[config.mk]
export PLATFORM = sky130hd
export DESIGN_NAME = big_digit_lcd_writer
export DESIGN_NICKNAME = d
export VERILOG_FILES = /design/src/sv/bdlw_pkg.sv /design/src/sv/bdlw_datapath.sv /design/src/sv/bdlw_ctrl.sv /design/src/sv/big_digit_lcd_writer.sv
export SDC_FILE = /design/constraint.sdc
export NUM_CORES = 1
export LEC_CHECK = 0
export BUFFER_PORTS_ARGS = -buffer_cell sky130_fd_sc_hd__buf_2
export CAP_MARGIN = 5
export CORE_ASPECT_RATIO = 0.75
export CORE_MARGIN = 3
export CORE_UTILIZATION = 55
export CTS_BUF_LIST = sky130_fd_sc_hd__clkbuf_8
export CTS_CLUSTER_DIAMETER = 50
export CTS_CLUSTER_SIZE = 20
export DETAILED_ROUTE_END_ITERATION = 7
export PLACE_DENSITY = 0.77
export RECOVER_POWER = 100
export REMOVE_ABC_BUFFERS = 1
export SETUP_SLACK_MARGIN = 0.3
export SYNTH_ARGS = -nofsm -noshare
export SYNTH_HDL_FRONTEND = slang
export SYNTH_SLANG_ARGS = --single-unit
[constraint.sdc]
create_clock -name clk -period 6.9 [get_ports clk]
set_input_delay 0.69 -clock clk [delete_from_list [all_inputs] [get_ports clk]]
set_output_delay 0.69 -clock clk [all_outputs]
set_load 0.02 [all_outputs]
[src/sv/bdlw_pkg.sv]
// Shared types, codes and the glyph font table for the big-digit LCD writer.
package bdlw_pkg;

	localparam int MAX_DIGITS = 8;
	localparam int NUM_WIDTH = 32;
	localparam int BCD_DIGITS = 10;
	localparam int BCD_WIDTH = 4 * BCD_DIGITS;

	localparam logic [3:0] GLYPH_BLANK = 4'd10;
	localparam logic [3:0] GLYPH_PCT = 4'd11;
	localparam logic [3:0] GLYPH_MINUS = 4'd12;
	localparam logic [7:0] SPACE_CODE = 8'd32;

	localparam logic [2:0] REG_FONT = 3'd0;
	localparam logic [2:0] REG_NUM_COL = 3'd1;
	localparam logic [2:0] REG_NUM_CNT = 3'd2;
	localparam logic [2:0] REG_SYM_COL = 3'd3;
	localparam logic [2:0] REG_SYM_CNT = 3'd4;

	localparam logic [1:0] KIND_EXPLICIT = 2'd0;
	localparam logic [1:0] KIND_NUMBER = 2'd1;
	localparam logic [1:0] KIND_SYMBOL = 2'd2;

	// Codes per font, glyph and cell (upper-left, lower-left, upper-right, lower-right).
	localparam logic [0:3][0:12][0:3][7:0] FONT_ROM = '{
		'{ '{8'd5, 8'd255, 8'd7, 8'd6}, '{8'd0, 8'd2, 8'd1, 8'd255},
		   '{8'd0, 8'd255, 8'd3, 8'd2}, '{8'd0, 8'd2, 8'd3, 8'd255},
		   '{8'd1, 8'd0, 8'd255, 8'd1}, '{8'd4, 8'd2, 8'd0, 8'd255},
		   '{8'd5, 8'd4, 8'd0, 8'd255}, '{8'd0, 8'd32, 8'd255, 8'd1},
		   '{8'd255, 8'd4, 8'd3, 8'd255}, '{8'd255, 8'd2, 8'd3, 8'd6},
		   '{8'd32, 8'd32, 8'd32, 8'd32}, '{8'd255, 8'd47, 8'd47, 8'd255},
		   '{8'd2, 8'd32, 8'd2, 8'd32} },
		'{ '{8'd5, 8'd7, 8'd255, 8'd6}, '{8'd0, 8'd2, 8'd1, 8'd7},
		   '{8'd0, 8'd4, 8'd3, 8'd2}, '{8'd0, 8'd2, 8'd3, 8'd3},
		   '{8'd1, 8'd0, 8'd1, 8'd5}, '{8'd4, 8'd2, 8'd0, 8'd3},
		   '{8'd5, 8'd4, 8'd0, 8'd3}, '{8'd0, 8'd32, 8'd3, 8'd1},
		   '{8'd4, 8'd4, 8'd3, 8'd3}, '{8'd4, 8'd2, 8'd3, 8'd6},
		   '{8'd32, 8'd32, 8'd32, 8'd32}, '{8'd219, 8'd47, 8'd47, 8'd219},
		   '{8'd2, 8'd32, 8'd2, 8'd32} },
		'{ '{8'd5, 8'd7, 8'd6, 8'd5}, '{8'd0, 8'd2, 8'd1, 8'd7},
		   '{8'd0, 8'd4, 8'd3, 8'd2}, '{8'd0, 8'd2, 8'd3, 8'd3},
		   '{8'd1, 8'd0, 8'd7, 8'd1}, '{8'd4, 8'd2, 8'd0, 8'd3},
		   '{8'd5, 8'd4, 8'd32, 8'd3}, '{8'd0, 8'd5, 8'd3, 8'd32},
		   '{8'd4, 8'd4, 8'd3, 8'd3}, '{8'd4, 8'd32, 8'd3, 8'd5},
		   '{8'd32, 8'd32, 8'd32, 8'd32}, '{8'd111, 8'd5, 8'd5, 8'd111},
		   '{8'd2, 8'd32, 8'd2, 8'd32} },
		'{ '{8'd5, 8'd7, 8'd6, 8'd5}, '{8'd0, 8'd2, 8'd1, 8'd7},
		   '{8'd0, 8'd5, 8'd3, 8'd2}, '{8'd0, 8'd2, 8'd3, 8'd3},
		   '{8'd5, 8'd0, 8'd7, 8'd1}, '{8'd7, 8'd2, 8'd0, 8'd3},
		   '{8'd5, 8'd4, 8'd32, 8'd3}, '{8'd0, 8'd5, 8'd3, 8'd32},
		   '{8'd4, 8'd4, 8'd3, 8'd3}, '{8'd4, 8'd32, 8'd3, 8'd5},
		   '{8'd32, 8'd32, 8'd32, 8'd32}, '{8'd242, 8'd47, 8'd47, 8'd242},
		   '{8'd2, 8'd32, 8'd2, 8'd32} }
	};

	typedef struct packed {
		logic [1:0] kind;
		logic signed [31:0] number;
		logic [3:0] digit_count;
		logic [7:0] start_column;
		logic show_percent;
	} in_t;

	typedef struct packed {
		logic [7:0] column;
		logic row;
		logic [7:0] char_code;
		logic last_write;
	} out_t;

	typedef enum logic [2:0] {
		OP_SIGN,
		OP_DIGIT,
		OP_REPEAT,
		OP_PCT,
		OP_GAP
	} op_t;

	typedef struct packed {
		logic load;
		logic conv_step;
		logic emit;
		op_t op;
		logic [2:0] idx;
		logic [1:0] sub;
		logic last;
	} cmd_t;

	typedef struct packed {
		logic sign_draw;
		logic mag_zero;
		logic pct;
		logic last_digit;
		logic gaps_none;
		logic sc_zero;
		logic out_free;
	} status_t;

endpackage

[src/sv/bdlw_datapath.sv]
// Datapath: configuration, item registers, binary to BCD conversion and cell write output.
module bdlw_datapath (
	input logic clk,
	input logic arst_n,
	input logic cfg_write,
	input logic [2:0] cfg_index,
	input logic [7:0] cfg_data,
	input bdlw_pkg::in_t in_data,
	input bdlw_pkg::cmd_t cmd,
	output bdlw_pkg::status_t status,
	output logic out_valid,
	input logic out_stall,
	output bdlw_pkg::out_t out_data
);

	logic [1:0] font_q;
	logic [7:0] num_col_q;
	logic [3:0] num_cnt_q;
	logic [7:0] sym_col_q;
	logic [3:0] sym_cnt_q;
	logic last_neg_q;
	logic [7:0] last_sc_q;

	logic [3:0] n_q;
	logic [7:0] sc_q;
	logic pct_q;
	logic mag_zero_q;
	logic sign_draw_q;
	logic [7:0] sign_col_q;
	logic [3:0] sign_glyph_q;
	logic [bdlw_pkg::NUM_WIDTH-1:0] mag_q;
	logic [bdlw_pkg::BCD_WIDTH-1:0] bcd_q;
	logic out_valid_q;
	bdlw_pkg::out_t out_q;

	logic [3:0] n_raw;
	logic [3:0] n_sel;
	logic [7:0] sc_sel;
	logic pct_sel;
	logic neg;
	logic [bdlw_pkg::NUM_WIDTH-1:0] mag_in;
	logic [bdlw_pkg::BCD_WIDTH-1:0] bcd_adj;
	logic [bdlw_pkg::MAX_DIGITS-1:0] hi_zero;
	logic [3:0] k_full;
	logic [2:0] k;
	logic [3:0] digit;
	logic [7:0] digit_col;
	logic [7:0] pct_col;
	logic [7:0] base_col;
	logic [3:0] glyph;
	bdlw_pkg::out_t out_next;

	// Item selection on load.
	always_comb begin
		case (in_data.kind)
			bdlw_pkg::KIND_NUMBER: begin
				n_raw = num_cnt_q;
				sc_sel = num_col_q;
				pct_sel = 1'b0;
			end
			bdlw_pkg::KIND_SYMBOL: begin
				n_raw = sym_cnt_q;
				sc_sel = sym_col_q;
				pct_sel = in_data.show_percent;
			end
			default: begin
				n_raw = in_data.digit_count;
				sc_sel = in_data.start_column;
				pct_sel = in_data.show_percent;
			end
		endcase
		if (n_raw == 4'd0) begin
			n_sel = 4'd1;
		end else if (n_raw > 4'(bdlw_pkg::MAX_DIGITS)) begin
			n_sel = 4'(bdlw_pkg::MAX_DIGITS);
		end else begin
			n_sel = n_raw;
		end
		neg = in_data.number[31];
		mag_in = neg ? (32'd0 - in_data.number) : in_data.number;
	end

	// Shift-and-add-three step: each BCD digit of five or more gets three added before the shift.
	always_comb begin
		for (int j = 0; j < bdlw_pkg::BCD_DIGITS; j++) begin
			if (bcd_q[4*j +: 4] >= 4'd5) begin
				bcd_adj[4*j +: 4] = bcd_q[4*j +: 4] + 4'd3;
			end else begin
				bcd_adj[4*j +: 4] = bcd_q[4*j +: 4];
			end
		end
	end

	// A digit is blanked when it and every higher digit of the full magnitude are zero.
	always_comb begin
		for (int j = 0; j < bdlw_pkg::MAX_DIGITS; j++) begin
			hi_zero[j] = ((bcd_q >> (4 * j)) == '0);
		end
	end

	always_comb begin
		k_full = n_q - 4'd1 - {1'b0, cmd.idx};
		k = k_full[2:0];
		digit = bcd_q[4*k +: 4];
		digit_col = sc_q + ({5'd0, cmd.idx} << 1) + {5'd0, cmd.idx};
		pct_col = sc_q + ({4'd0, n_q} << 1) + {4'd0, n_q};
		case (cmd.op)
			bdlw_pkg::OP_SIGN: begin
				base_col = sign_col_q;
				glyph = sign_glyph_q;
			end
			bdlw_pkg::OP_DIGIT: begin
				base_col = digit_col;
				glyph = hi_zero[k] ? bdlw_pkg::GLYPH_BLANK : digit;
			end
			bdlw_pkg::OP_REPEAT: begin
				base_col = digit_col;
				glyph = digit;
			end
			bdlw_pkg::OP_PCT: begin
				base_col = pct_col;
				glyph = bdlw_pkg::GLYPH_PCT;
			end
			default: begin
				base_col = digit_col - 8'd1;
				glyph = bdlw_pkg::GLYPH_BLANK;
			end
		endcase
		out_next.row = cmd.sub[0];
		out_next.last_write = cmd.last;
		if (cmd.op == bdlw_pkg::OP_GAP) begin
			out_next.column = base_col;
			out_next.char_code = bdlw_pkg::SPACE_CODE;
		end else begin
			out_next.column = base_col + {7'd0, cmd.sub[1]};
			out_next.char_code = bdlw_pkg::FONT_ROM[font_q][glyph][cmd.sub];
		end
	end

	always_ff @(posedge clk or negedge arst_n) begin
		if (!arst_n) begin
			font_q <= 2'd0;
			num_col_q <= 8'd3;
			num_cnt_q <= 4'd4;
			sym_col_q <= 8'd3;
			sym_cnt_q <= 4'd3;
			last_neg_q <= 1'b0;
			last_sc_q <= 8'd0;
			out_valid_q <= 1'b0;
		end else begin
			if (cfg_write) begin
				case (cfg_index)
					bdlw_pkg::REG_FONT: font_q <= cfg_data[1:0];
					bdlw_pkg::REG_NUM_COL: num_col_q <= cfg_data;
					bdlw_pkg::REG_NUM_CNT: num_cnt_q <= cfg_data[3:0];
					bdlw_pkg::REG_SYM_COL: sym_col_q <= cfg_data;
					bdlw_pkg::REG_SYM_CNT: sym_cnt_q <= cfg_data[3:0];
					default: ;
				endcase
			end
			if (cmd.load) begin
				last_neg_q <= neg;
				last_sc_q <= sc_sel;
			end
			if (cmd.emit) begin
				out_valid_q <= 1'b1;
			end else if (!out_stall) begin
				out_valid_q <= 1'b0;
			end
		end
	end

	always_ff @(posedge clk) begin
		if (cmd.load) begin
			n_q <= n_sel;
			sc_q <= sc_sel;
			pct_q <= pct_sel;
			mag_zero_q <= (mag_in == '0);
			mag_q <= mag_in;
			bcd_q <= '0;
			// A negative number draws its minus; a positive one after a negative erases the old minus.
			sign_draw_q <= neg | last_neg_q;
			sign_col_q <= (neg ? sc_sel : last_sc_q) - 8'd3;
			sign_glyph_q <= neg ? bdlw_pkg::GLYPH_MINUS : bdlw_pkg::GLYPH_BLANK;
		end else if (cmd.conv_step) begin
			bcd_q <= {bcd_adj[bdlw_pkg::BCD_WIDTH-2:0], mag_q[bdlw_pkg::NUM_WIDTH-1]};
			mag_q <= {mag_q[bdlw_pkg::NUM_WIDTH-2:0], 1'b0};
		end
		if (cmd.emit) begin
			out_q <= out_next;
		end
	end

	always_comb begin
		status.sign_draw = sign_draw_q;
		status.mag_zero = mag_zero_q;
		status.pct = pct_q;
		status.last_digit = ({1'b0, cmd.idx} == (n_q - 4'd1));
		status.gaps_none = (n_q == 4'd1) && (sc_q == 8'd0);
		status.sc_zero = (sc_q == 8'd0);
		status.out_free = !out_valid_q || !out_stall;
	end

	assign out_valid = out_valid_q;
	assign out_data = out_q;

endmodule

[src/sv/bdlw_ctrl.sv]
// Controller: sequences conversion, glyph writes, percent and gap writes for one transaction.
module bdlw_ctrl (
	input logic clk,
	input logic arst_n,
	input logic in_valid,
	output logic in_stall,
	input bdlw_pkg::status_t status,
	output bdlw_pkg::cmd_t cmd
);

	typedef enum logic [2:0] {
		S_IDLE,
		S_CONV,
		S_SIGN,
		S_DIGIT,
		S_REPEAT,
		S_PCT,
		S_GAP
	} state_t;

	localparam logic [4:0] CONV_LAST = 5'(bdlw_pkg::NUM_WIDTH - 1);

	state_t state_q;
	logic [4:0] conv_q;
	logic [2:0] idx_q;
	logic [1:0] sub_q;
	logic glyph_end;
	logic [2:0] gap_first;
	logic emitting;

	always_comb begin
		glyph_end = (sub_q == 2'd3);
		gap_first = status.sc_zero ? 3'd1 : 3'd0;
		emitting = (state_q != S_IDLE) && (state_q != S_CONV);
		in_stall = (state_q != S_IDLE);
		cmd.load = in_valid && (state_q == S_IDLE);
		cmd.conv_step = (state_q == S_CONV);
		cmd.emit = emitting && status.out_free;
		cmd.idx = idx_q;
		cmd.sub = sub_q;
		case (state_q)
			S_DIGIT: begin
				cmd.op = bdlw_pkg::OP_DIGIT;
				cmd.last = glyph_end && status.last_digit && !status.mag_zero &&
					!status.pct && status.gaps_none;
			end
			S_REPEAT: begin
				cmd.op = bdlw_pkg::OP_REPEAT;
				cmd.last = glyph_end && !status.pct && status.gaps_none;
			end
			S_PCT: begin
				cmd.op = bdlw_pkg::OP_PCT;
				cmd.last = glyph_end && status.gaps_none;
			end
			S_GAP: begin
				cmd.op = bdlw_pkg::OP_GAP;
				cmd.last = sub_q[0] && status.last_digit;
			end
			default: begin
				cmd.op = bdlw_pkg::OP_SIGN;
				cmd.last = 1'b0;
			end
		endcase
	end

	always_ff @(posedge clk or negedge arst_n) begin
		if (!arst_n) begin
			state_q <= S_IDLE;
			conv_q <= 5'd0;
			idx_q <= 3'd0;
			sub_q <= 2'd0;
		end else begin
			case (state_q)
				S_IDLE: begin
					if (cmd.load) begin
						conv_q <= 5'd0;
						state_q <= S_CONV;
					end
				end
				S_CONV: begin
					conv_q <= conv_q + 5'd1;
					if (conv_q == CONV_LAST) begin
						idx_q <= 3'd0;
						sub_q <= 2'd0;
						state_q <= status.sign_draw ? S_SIGN : S_DIGIT;
					end
				end
				S_SIGN: begin
					if (cmd.emit) begin
						sub_q <= sub_q + 2'd1;
						if (glyph_end) begin
							state_q <= S_DIGIT;
						end
					end
				end
				S_DIGIT: begin
					if (cmd.emit) begin
						sub_q <= sub_q + 2'd1;
						if (glyph_end) begin
							if (!status.last_digit) begin
								idx_q <= idx_q + 3'd1;
							end else if (status.mag_zero) begin
								state_q <= S_REPEAT;
							end else if (status.pct) begin
								state_q <= S_PCT;
							end else if (status.gaps_none) begin
								state_q <= S_IDLE;
							end else begin
								idx_q <= gap_first;
								state_q <= S_GAP;
							end
						end
					end
				end
				S_REPEAT: begin
					if (cmd.emit) begin
						sub_q <= sub_q + 2'd1;
						if (glyph_end) begin
							if (status.pct) begin
								state_q <= S_PCT;
							end else if (status.gaps_none) begin
								state_q <= S_IDLE;
							end else begin
								idx_q <= gap_first;
								state_q <= S_GAP;
							end
						end
					end
				end
				S_PCT: begin
					if (cmd.emit) begin
						sub_q <= sub_q + 2'd1;
						if (glyph_end) begin
							if (status.gaps_none) begin
								state_q <= S_IDLE;
							end else begin
								idx_q <= gap_first;
								state_q <= S_GAP;
							end
						end
					end
				end
				S_GAP: begin
					if (cmd.emit) begin
						if (sub_q[0]) begin
							sub_q <= 2'd0;
							if (status.last_digit) begin
								state_q <= S_IDLE;
							end else begin
								idx_q <= idx_q + 3'd1;
							end
						end else begin
							sub_q <= 2'd1;
						end
					end
				end
				default: state_q <= S_IDLE;
			endcase
		end
	end

endmodule

[src/sv/big_digit_lcd_writer.sv]
// A transaction is taken, its magnitude is converted from binary to BCD, then it causes 4 to 60 cell writes.
// The conversion shifts one magnitude bit per cycle; the output register takes one write per cycle while not stalled.
// The next transaction is taken while the final write still waits in the output register.
// Reset clears the sign history and output valid and loads the configuration defaults.
module big_digit_lcd_writer (
	input logic clk,
	input logic arst_n,
	input logic cfg_write,
	input logic [2:0] cfg_index,
	input logic [7:0] cfg_data,
	input logic in_valid,
	output logic in_stall,
	input bdlw_pkg::in_t in_data,
	output logic out_valid,
	input logic out_stall,
	output bdlw_pkg::out_t out_data
);

	bdlw_pkg::cmd_t cmd;
	bdlw_pkg::status_t status;

	bdlw_ctrl u_ctrl (
		.clk(clk),
		.arst_n(arst_n),
		.in_valid(in_valid),
		.in_stall(in_stall),
		.status(status),
		.cmd(cmd)
	);

	bdlw_datapath u_datapath (
		.clk(clk),
		.arst_n(arst_n),
		.cfg_write(cfg_write),
		.cfg_index(cfg_index),
		.cfg_data(cfg_data),
		.in_data(in_data),
		.cmd(cmd),
		.status(status),
		.out_valid(out_valid),
		.out_stall(out_stall),
		.out_data(out_data)
	);

endmodule
## After elaboration in Yosys (flattened, before gate mapping)

Cells that the tools add are included.

| word-level totals | value |
|---|---|
| flip-flop bits (word level) | 166 |
| logic and storage cells | 235 |

| operators by class | value |
|---|---|
| add/subtract/negate cells | 23 |
| $lt $le $gt $ge | 15 |
| eq/ne operators | 39 |
| shift-type cells | 1 |
| multiplexer cells | 79 |
| bitwise logic cells | 4 |
| reduce and logical (&&, ||, !) cells | 48 |

Operator list:

| cell | number |
|---|---|
| binary-select mux 416 bit (select 2 bit) | 1 |
| two-way mux 416 bit | 2 |
| logical NOT 40 bit | 8 |
| two-way mux 32 bit | 5 |
| binary-select mux 32 bit (select 4 bit) | 1 |
| two-way mux 3 bit | 33 |
| two-way mux 4 bit | 11 |
| >= comparator 4 x 3 -> 1 bit, second input constant | 10 |
| indexed part select 40 x 6 -> 4 bit | 1 |
| adder 4 x 2 -> 4 bit, second input constant | 9 |
| logical NOT 32 bit | 1 |
| two-way mux 8 bit | 4 |
| subtractor 1 x 32 -> 32 bit, first input constant | 1 |
| one-hot mux 8 bit (3 select lines) | 1 |
| one-hot mux 3 bit (7 select lines) | 1 |
| inequality test 2 x 1 -> 1 bit, second input constant | 10 |
| == test 3 x 2 -> 1 bit, second input constant | 6 |
| adder 8 x 4 -> 8 bit | 2 |
| binary-select mux 8 bit (select 2 bit) | 1 |
| one-hot mux 4 bit (4 select lines) | 1 |
| one-hot mux 8 bit (2 select lines) | 1 |
| == test 3 bit, second input constant | 5 |
| one-hot mux 3 bit (5 select lines) | 1 |
| inequality test 2 bit, second input constant | 7 |
| 50 further kinds | 86 |

## Longest topological paths before layout

| depth | value |
|---|---|
| word-level depth | 13 |
| mapped depth | 16 |

## Modules after synthesis

A second synthesis with hierarchy kept.

| second synthesis, totals | value |
|---|---|
| cells, all modules | 1,282 |
| area, all modules | 11,662.4 um2 |

By module, submodules not included:

| module | times used | cells an instance | area each (um2) |
|---|---|---|---|
| bdlw_datapath | 1 | 1,155 | 10,567.6 |
| bdlw_ctrl | 1 | 127 | 1,094.8 |

## Worst setup path before layout

Ideal clock, no wire load.

| path | value |
|---|---|
| path type | flip-flop to flip-flop |
| start | reg u_datapath.n_q[0] |
| end | reg u_datapath.out_q (netlist bit u_datapath.out_data[2]), data pin |
| library setup time | 272 ps |
| arrival time | 3,672 ps |
| required time | 6,628 ps |
| setup slack | 2,956 ps |
| stages on the path, launching flop included | 17 |
| period minus slack after synthesis | 3,944 ps |
| path through | edfxtp_1 -> inv_1 -> ha_1 -> fa_1 -> clkbuf_2 -> xnor2_2 -> xnor2_4 -> o211ai_2 -> a2111oi_0 -> a211o_1 -> inv_2 -> buf_2 -> ha_1 -> nor2_1 -> o311ai_1 -> a2111oi_0 -> a31oi_1 |

| between the ends | value |
|---|---|
| cells in the longest elaborated chain, start to end | 13 |
| elaborated cells between the ends (all ways) | 14 |

RTL lines:

| what | RTL line | RTL |
|---|---|---|
| start, declared | bdlw_datapath.sv:24 | `logic [3:0] n_q;` |
| start signal, assigned | bdlw_datapath.sv:175 | `n_q <= n_sel;` |
| subtractor 4 x 1 -> 4 bit (*) | bdlw_datapath.sv:102 | `k_full = n_q - 4'd1 - {1'b0, cmd.idx};` |
| subtractor 3 bit (*) | bdlw_datapath.sv:102 |  |
| branches (longest 3 deep; another with indexed part select 40 x 6 -> 4 bit) | - |  |
| one-hot mux 4 bit (4 select lines) (*) | bdlw_datapath.sv:107 | `case (cmd.op)` |
| NOT 4 -> 5 bit (not written as such) (*) | bdlw_datapath.sv:136 | `out_next.char_code = bdlw_pkg::FONT_ROM[font_q][glyph][cmd.sub];` |
| binary-select mux 32 bit (select 4 bit) (*) | bdlw_datapath.sv:136 |  |
| two-way mux 32 bit (not written as such) (*) (2 in a row) | bdlw_datapath.sv:136 |  |
| binary-select mux 8 bit (select 2 bit) (*) | bdlw_datapath.sv:136 |  |
| two-way mux 8 bit (not written as such) (*) (2 in a row) | bdlw_datapath.sv:136 |  |
| end signal, assigned | bdlw_datapath.sv:190 | `out_q <= out_next;` |
| end, declared | bdlw_datapath.sv:34 | `bdlw_pkg::out_t out_q;` |

Mark *: on every way between the ends. The select of a mux whose other input is x is not followed.
A chain may end at the register's enable or synchronous reset.

## Worst setup path in the final report

| path | value |
|---|---|
| start | reg u_datapath.n_q[0] |
| end | reg u_datapath.out_q (netlist bit u_datapath.out_data[5]), data pin |

Same word-level chain as after synthesis.

==> summary.md <==
| Metric | Value |
|---|---|
| Die H | between 100 and 150 µm |
| Worst-margin pin slew | around 2800 ps |
| DR iter-0 viols | a little over 1000 |
| P_leak | between 0.004 and 0.005 µW |
| Critical path class | flip-flop to flip-flop |
| Seq/Total Area, Yosys | 36.7% |
| Synthesized instance count | 1334 |
| TritonCTS clock tree | yes |
| Req. time, crit path | around 7200 ps |
| Pin count of the biggest net entering global routing | between 50 and 60 |
| Global route total overflow | 0 |
| Worst-path cell chain | inv_1 > ha_1 > fa_1 > xnor2_1 > xnor2_1 > mux2i_1 > a2111oi_0 > a211o_1 > inv_1 > nor2_1 > o31ai_1 > a22oi_1 > o2111ai_1 > and4_1 |
| Post-synth EDFFs | 74 |
| Max Clock Freq | approximately 180 MHz |
| Worst skew pair latency | roughly 490 ps |
| Initial antenna violation count | 0 |
| Site Rows | 45 |
| Post-Layout Cell Count | approximately 1700 |
| Setup TNS | 0 ps |
| Post-synth ARST share | between 30% and 40% |
| Layout fillers | 1811 |
| Total power draw | roughly 5600 µW |
| Total Nets Final | 1508 |
| Number of buffers created by CTS | 17 |
| GRT Total Usage | between 20% and 30% |
| VDD IR max | 0.182 mV |
| Cell area after layout | about 12000 µm² |
| DRC | 0 |
| Pre-antenna DRT Iters | 5 |
| Worst hold path type | primary input to flip-flop |
| MaxCap Viol Count | 5 |
| Util after Layout | around three fifths |
| CP max FO | 22 |
| Netlist cell types | 84 |
| Setup Fix Bufs, Post-CTS | 0 |
| DP HPWL | between 20000 and 25000 µm |
| Flops & latches, synth | between 150 and 200 |
| Switching Share | between 40% and 50% |
| Area of the die | ~23000 µm² |
| Clock transition at the registers of the reported paths | approximately 110 ps |
| Area Growth Syn to Fin | 7.48% |
| Final slew viol count | approximately 240 |
| Clk pwr share | 13.0% |
| Vias in the first global route | 9264 |
| Leading area contributor after synthesis | edfxtp_1 |
| Final count of negative-setup-slack endpoints | 0 |
| Placed Cells | roughly 1600 |
| Critical-path top delay cell | xnor2_1 |
| CP endpoint kind | flip-flop |
| # hold bufs at CTS | 0 |
| Startpoint Class | flip-flop |
| Drt total wl | 29100 µm |
| Ys flop type | edfxtp_1 |
| Vias per Instance | just over 6 |
| CORE AREA | just over 20000 µm² |
| Ratio of final minimum period to clock period | about 82% |
| Port bufs | between 80 and 90 |
| Syn_area_per_cell | ~8.7 µm² |
| Post-route minimum period | between 5000 and 6000 ps |
| Fin. Hold Viols | 0 |
| Synth area leaders | edfxtp_1 (19%), dfrtp_1 (9.1%), ha_1 (7.0%) |
| Synthesized cell area | between 10000 and 15000 µm² |
| # resized after CTS | 0 |
| Top Ports | a little over 80 |
| Switching power | approximately 2700 µW |
| CTS Sinks | around 160 |
| GP Congestion | about 0.9 |
| WL per Instance | 17.5 µm |
| Bufs on Longest Clock Path | 2 |
| CTS Root Cell | clkbuf_8 |
| CP arrival | 5940 ps |
| Placed Area | 12100 µm² |
| Combinational Power Share | between 50% and 60% |
| Antenna Cells | 0 |
| CTS HTree Levels | 4 |
| Ys Warns | 0 |
| Slowest stage delay, CP | 800 ps |
| Worst Skew | between 15 and 20 ps |
| Power per standard cell area | roughly 450 nW/µm² |
| Global-route wire length before repair | 46900 µm |
| Vias | 10300 |
| Share of cells above drive strength 1 | a little over a tenth |
| Sequential share of power | approximately a third |
| Antenna-violating nets left | 0 |
| Die X | 174 µm |
| Slew HR | -88.1% |
| Synth top area share | 19.2% |
| RSZ-0062 raised after global routing | no |
| Outcome | complete, but fails checks |
| Internal | 2900 µW |
| Failing checks | capacitance limit, slew limit |
| Starting Density | a little under three fifths |
## stage by stage
step	hold WS, ps	worst slack (ps)
floorplan	394	2140
global placement	429	2090
detailed placement	429	2040
CTS	316	2030
global route	421	846
finish	439	1210
## worst paths after layout
| path | start | end | slack [ps] | cells after the start |
|---|---|---|---|---|
| max reg2reg | u_datapath.n_q[0] | u_datapath.out_data[5] | 1210 | 14 |
| min reg2reg | u_datapath.mag_q[31] | u_datapath.bcd_q[0] | 460 | 2 |
| max in group asynchronous | arst_n | u_ctrl.sub_q[1] | 4110 | 2 |
| min | cfg_data[5] | u_datapath.sym_col_q[5] | 440 | 2 |
| min in group asynchronous | arst_n | u_datapath.num_col_q[5] | 1190 | 2 |
| max | u_datapath.n_q[0] | u_datapath.out_data[5] | 1210 | 14 |
## registers in the layout, summed over array words and instances (netlist names), 3 cells and up
| signal | cells |
|---|---|
| u_ctrl.conv_q | 5 |
| u_datapath.out_data | 17 |
| u_datapath.mag_q | 32 |
| u_datapath.sym_col_q | 8 |
| u_datapath.sc_q | 8 |
| u_datapath.sym_cnt_q | 4 |
| u_datapath.sign_col_q | 8 |
| u_ctrl.state_q | 3 |
| u_datapath.num_cnt_q | 4 |
| u_datapath.last_sc_q | 8 |
| u_ctrl.idx_q | 3 |
| u_datapath.n_q | 4 |
| u_datapath.bcd_q | 40 |
| u_datapath.num_col_q | 8 |
## placed cells by master (no fill, tap or decap), drive strengths merged, types with 6 or more instances in the layout
| master | instances |
|---|---|
| a21oi | 82 |
| or2 | 8 |
| dfrtp | 42 |
| a31oi | 11 |
| xnor2 | 27 |
| nand2 | 174 |
| mux2 | 26 |
| mux4 | 6 |
| a211oi | 10 |
| o31ai | 24 |
| xor2 | 50 |
| o21ai | 143 |
| nor4 | 7 |
| nand4 | 20 |
| nor3 | 25 |
| ha | 65 |
| buf | 61 |
| mux2i | 20 |
| a21o | 8 |
| edfxtp | 74 |
| fa | 8 |
| a22oi | 16 |
| nor2 | 99 |
| nand2b | 16 |
| dfxtp | 40 |
| or3 | 13 |
| nor2b | 13 |
| inv | 70 |
| o211ai | 10 |
| dfstp | 7 |
| nor3b | 11 |
| o22ai | 6 |
| nand3 | 57 |
| clkbuf | 48 |
## power groups by stage
stage / Clock, µW / Combinational (µW) / Sequential (µW)
after floorplan: 0 / 2160 / 1850
after global placement: 0 / 2970 / 1830
after detailed placement: 0 / 3030 / 1840
after CTS: 735 / 3050 / 1820
after global routing: 771 / 3380 / 1890
final: 731 / 3050 / 1840
## cell families after synthesis
family | Yosys count | synth area share [%]
AO/OA/AOI/OAI | 371 | 19.8
XOR/XNOR | 78 | 6.40
adder cells (fa/ha/maj) | 73 | 8.40
buffers and inverters | 133 | 4.52
flip-flops | 163 | 36.7
multiplexers | 52 | 5.42
AND/OR/NAND/NOR | 464 | 18.8
## critical path, delay by kind of cell, from the launching register on
| family | cells | cell delay (ps) |
|---|---|---|
| buf+inv | 2 | 570 |
| simple gates | 2 | 640 |
| compound gates | 5 | 1630 |
| mux | 1 | 170 |
| xor+xnor | 2 | 1100 |
| flops | 1 | 470 |
| fa+ha+maj | 2 | 880 |
## synth_stat cells, drive strengths merged (6+ instances only)
| cell | n |
|---|---|
| edfxtp | 74 |
| inv | 59 |
| a21o | 8 |
| nor3b | 11 |
| dfrtp | 42 |
| o21ai | 143 |
| nand3 | 57 |
| or3 | 13 |
| nor2 | 99 |
| xor2 | 50 |
| dfxtp | 40 |
| ha | 65 |
| or2 | 8 |
| mux2i | 20 |
| a21oi | 82 |
| xnor2 | 27 |
| a22oi | 16 |
| a31oi | 11 |
| nor4 | 7 |
| dfstp | 7 |
| o211ai | 10 |
| nand2b | 16 |
| nor2b | 13 |
| mux4 | 6 |
| nand2 | 174 |
| o31ai | 24 |
| nor3 | 25 |
| buf | 21 |
| mux2 | 26 |
| fa | 8 |
| clkbuf | 52 |
| nand4 | 20 |
| a211oi | 10 |
| o22ai | 6 |
## per-layer routing
| metal | GRT usage [%] | part of all wire, % | vias to the layer above |
|---|---|---|---|
| met5 | 0 | 0 | - |
| met4 | 7.01 | 1.8 | 0 |
| met3 | 4.51 | 6.8 | 58 |
| met2 | 39.0 | 45 | 381 |
| met1 | 35.3 | 46 | 4927 |
| li1 | - | - | 4913 |
## layout make-up
cell class | count | area (µm²) | share of cell area [%]
Clock buffer | 17 | 234 | 1.88
Clock inverter | 15 | 174 | 1.40
Inverter | 60 | 225 | 1.81
Multi-Input combinational cell | 1038 | 6780 | 54.5
Sequential cell | 163 | 4260 | 34.2
Tap cell | 282 | 353 | 2.83
Timing Repair Buffer | 92 | 429 | 3.45
Note: power is estimated with default switching activity, not from simulation.
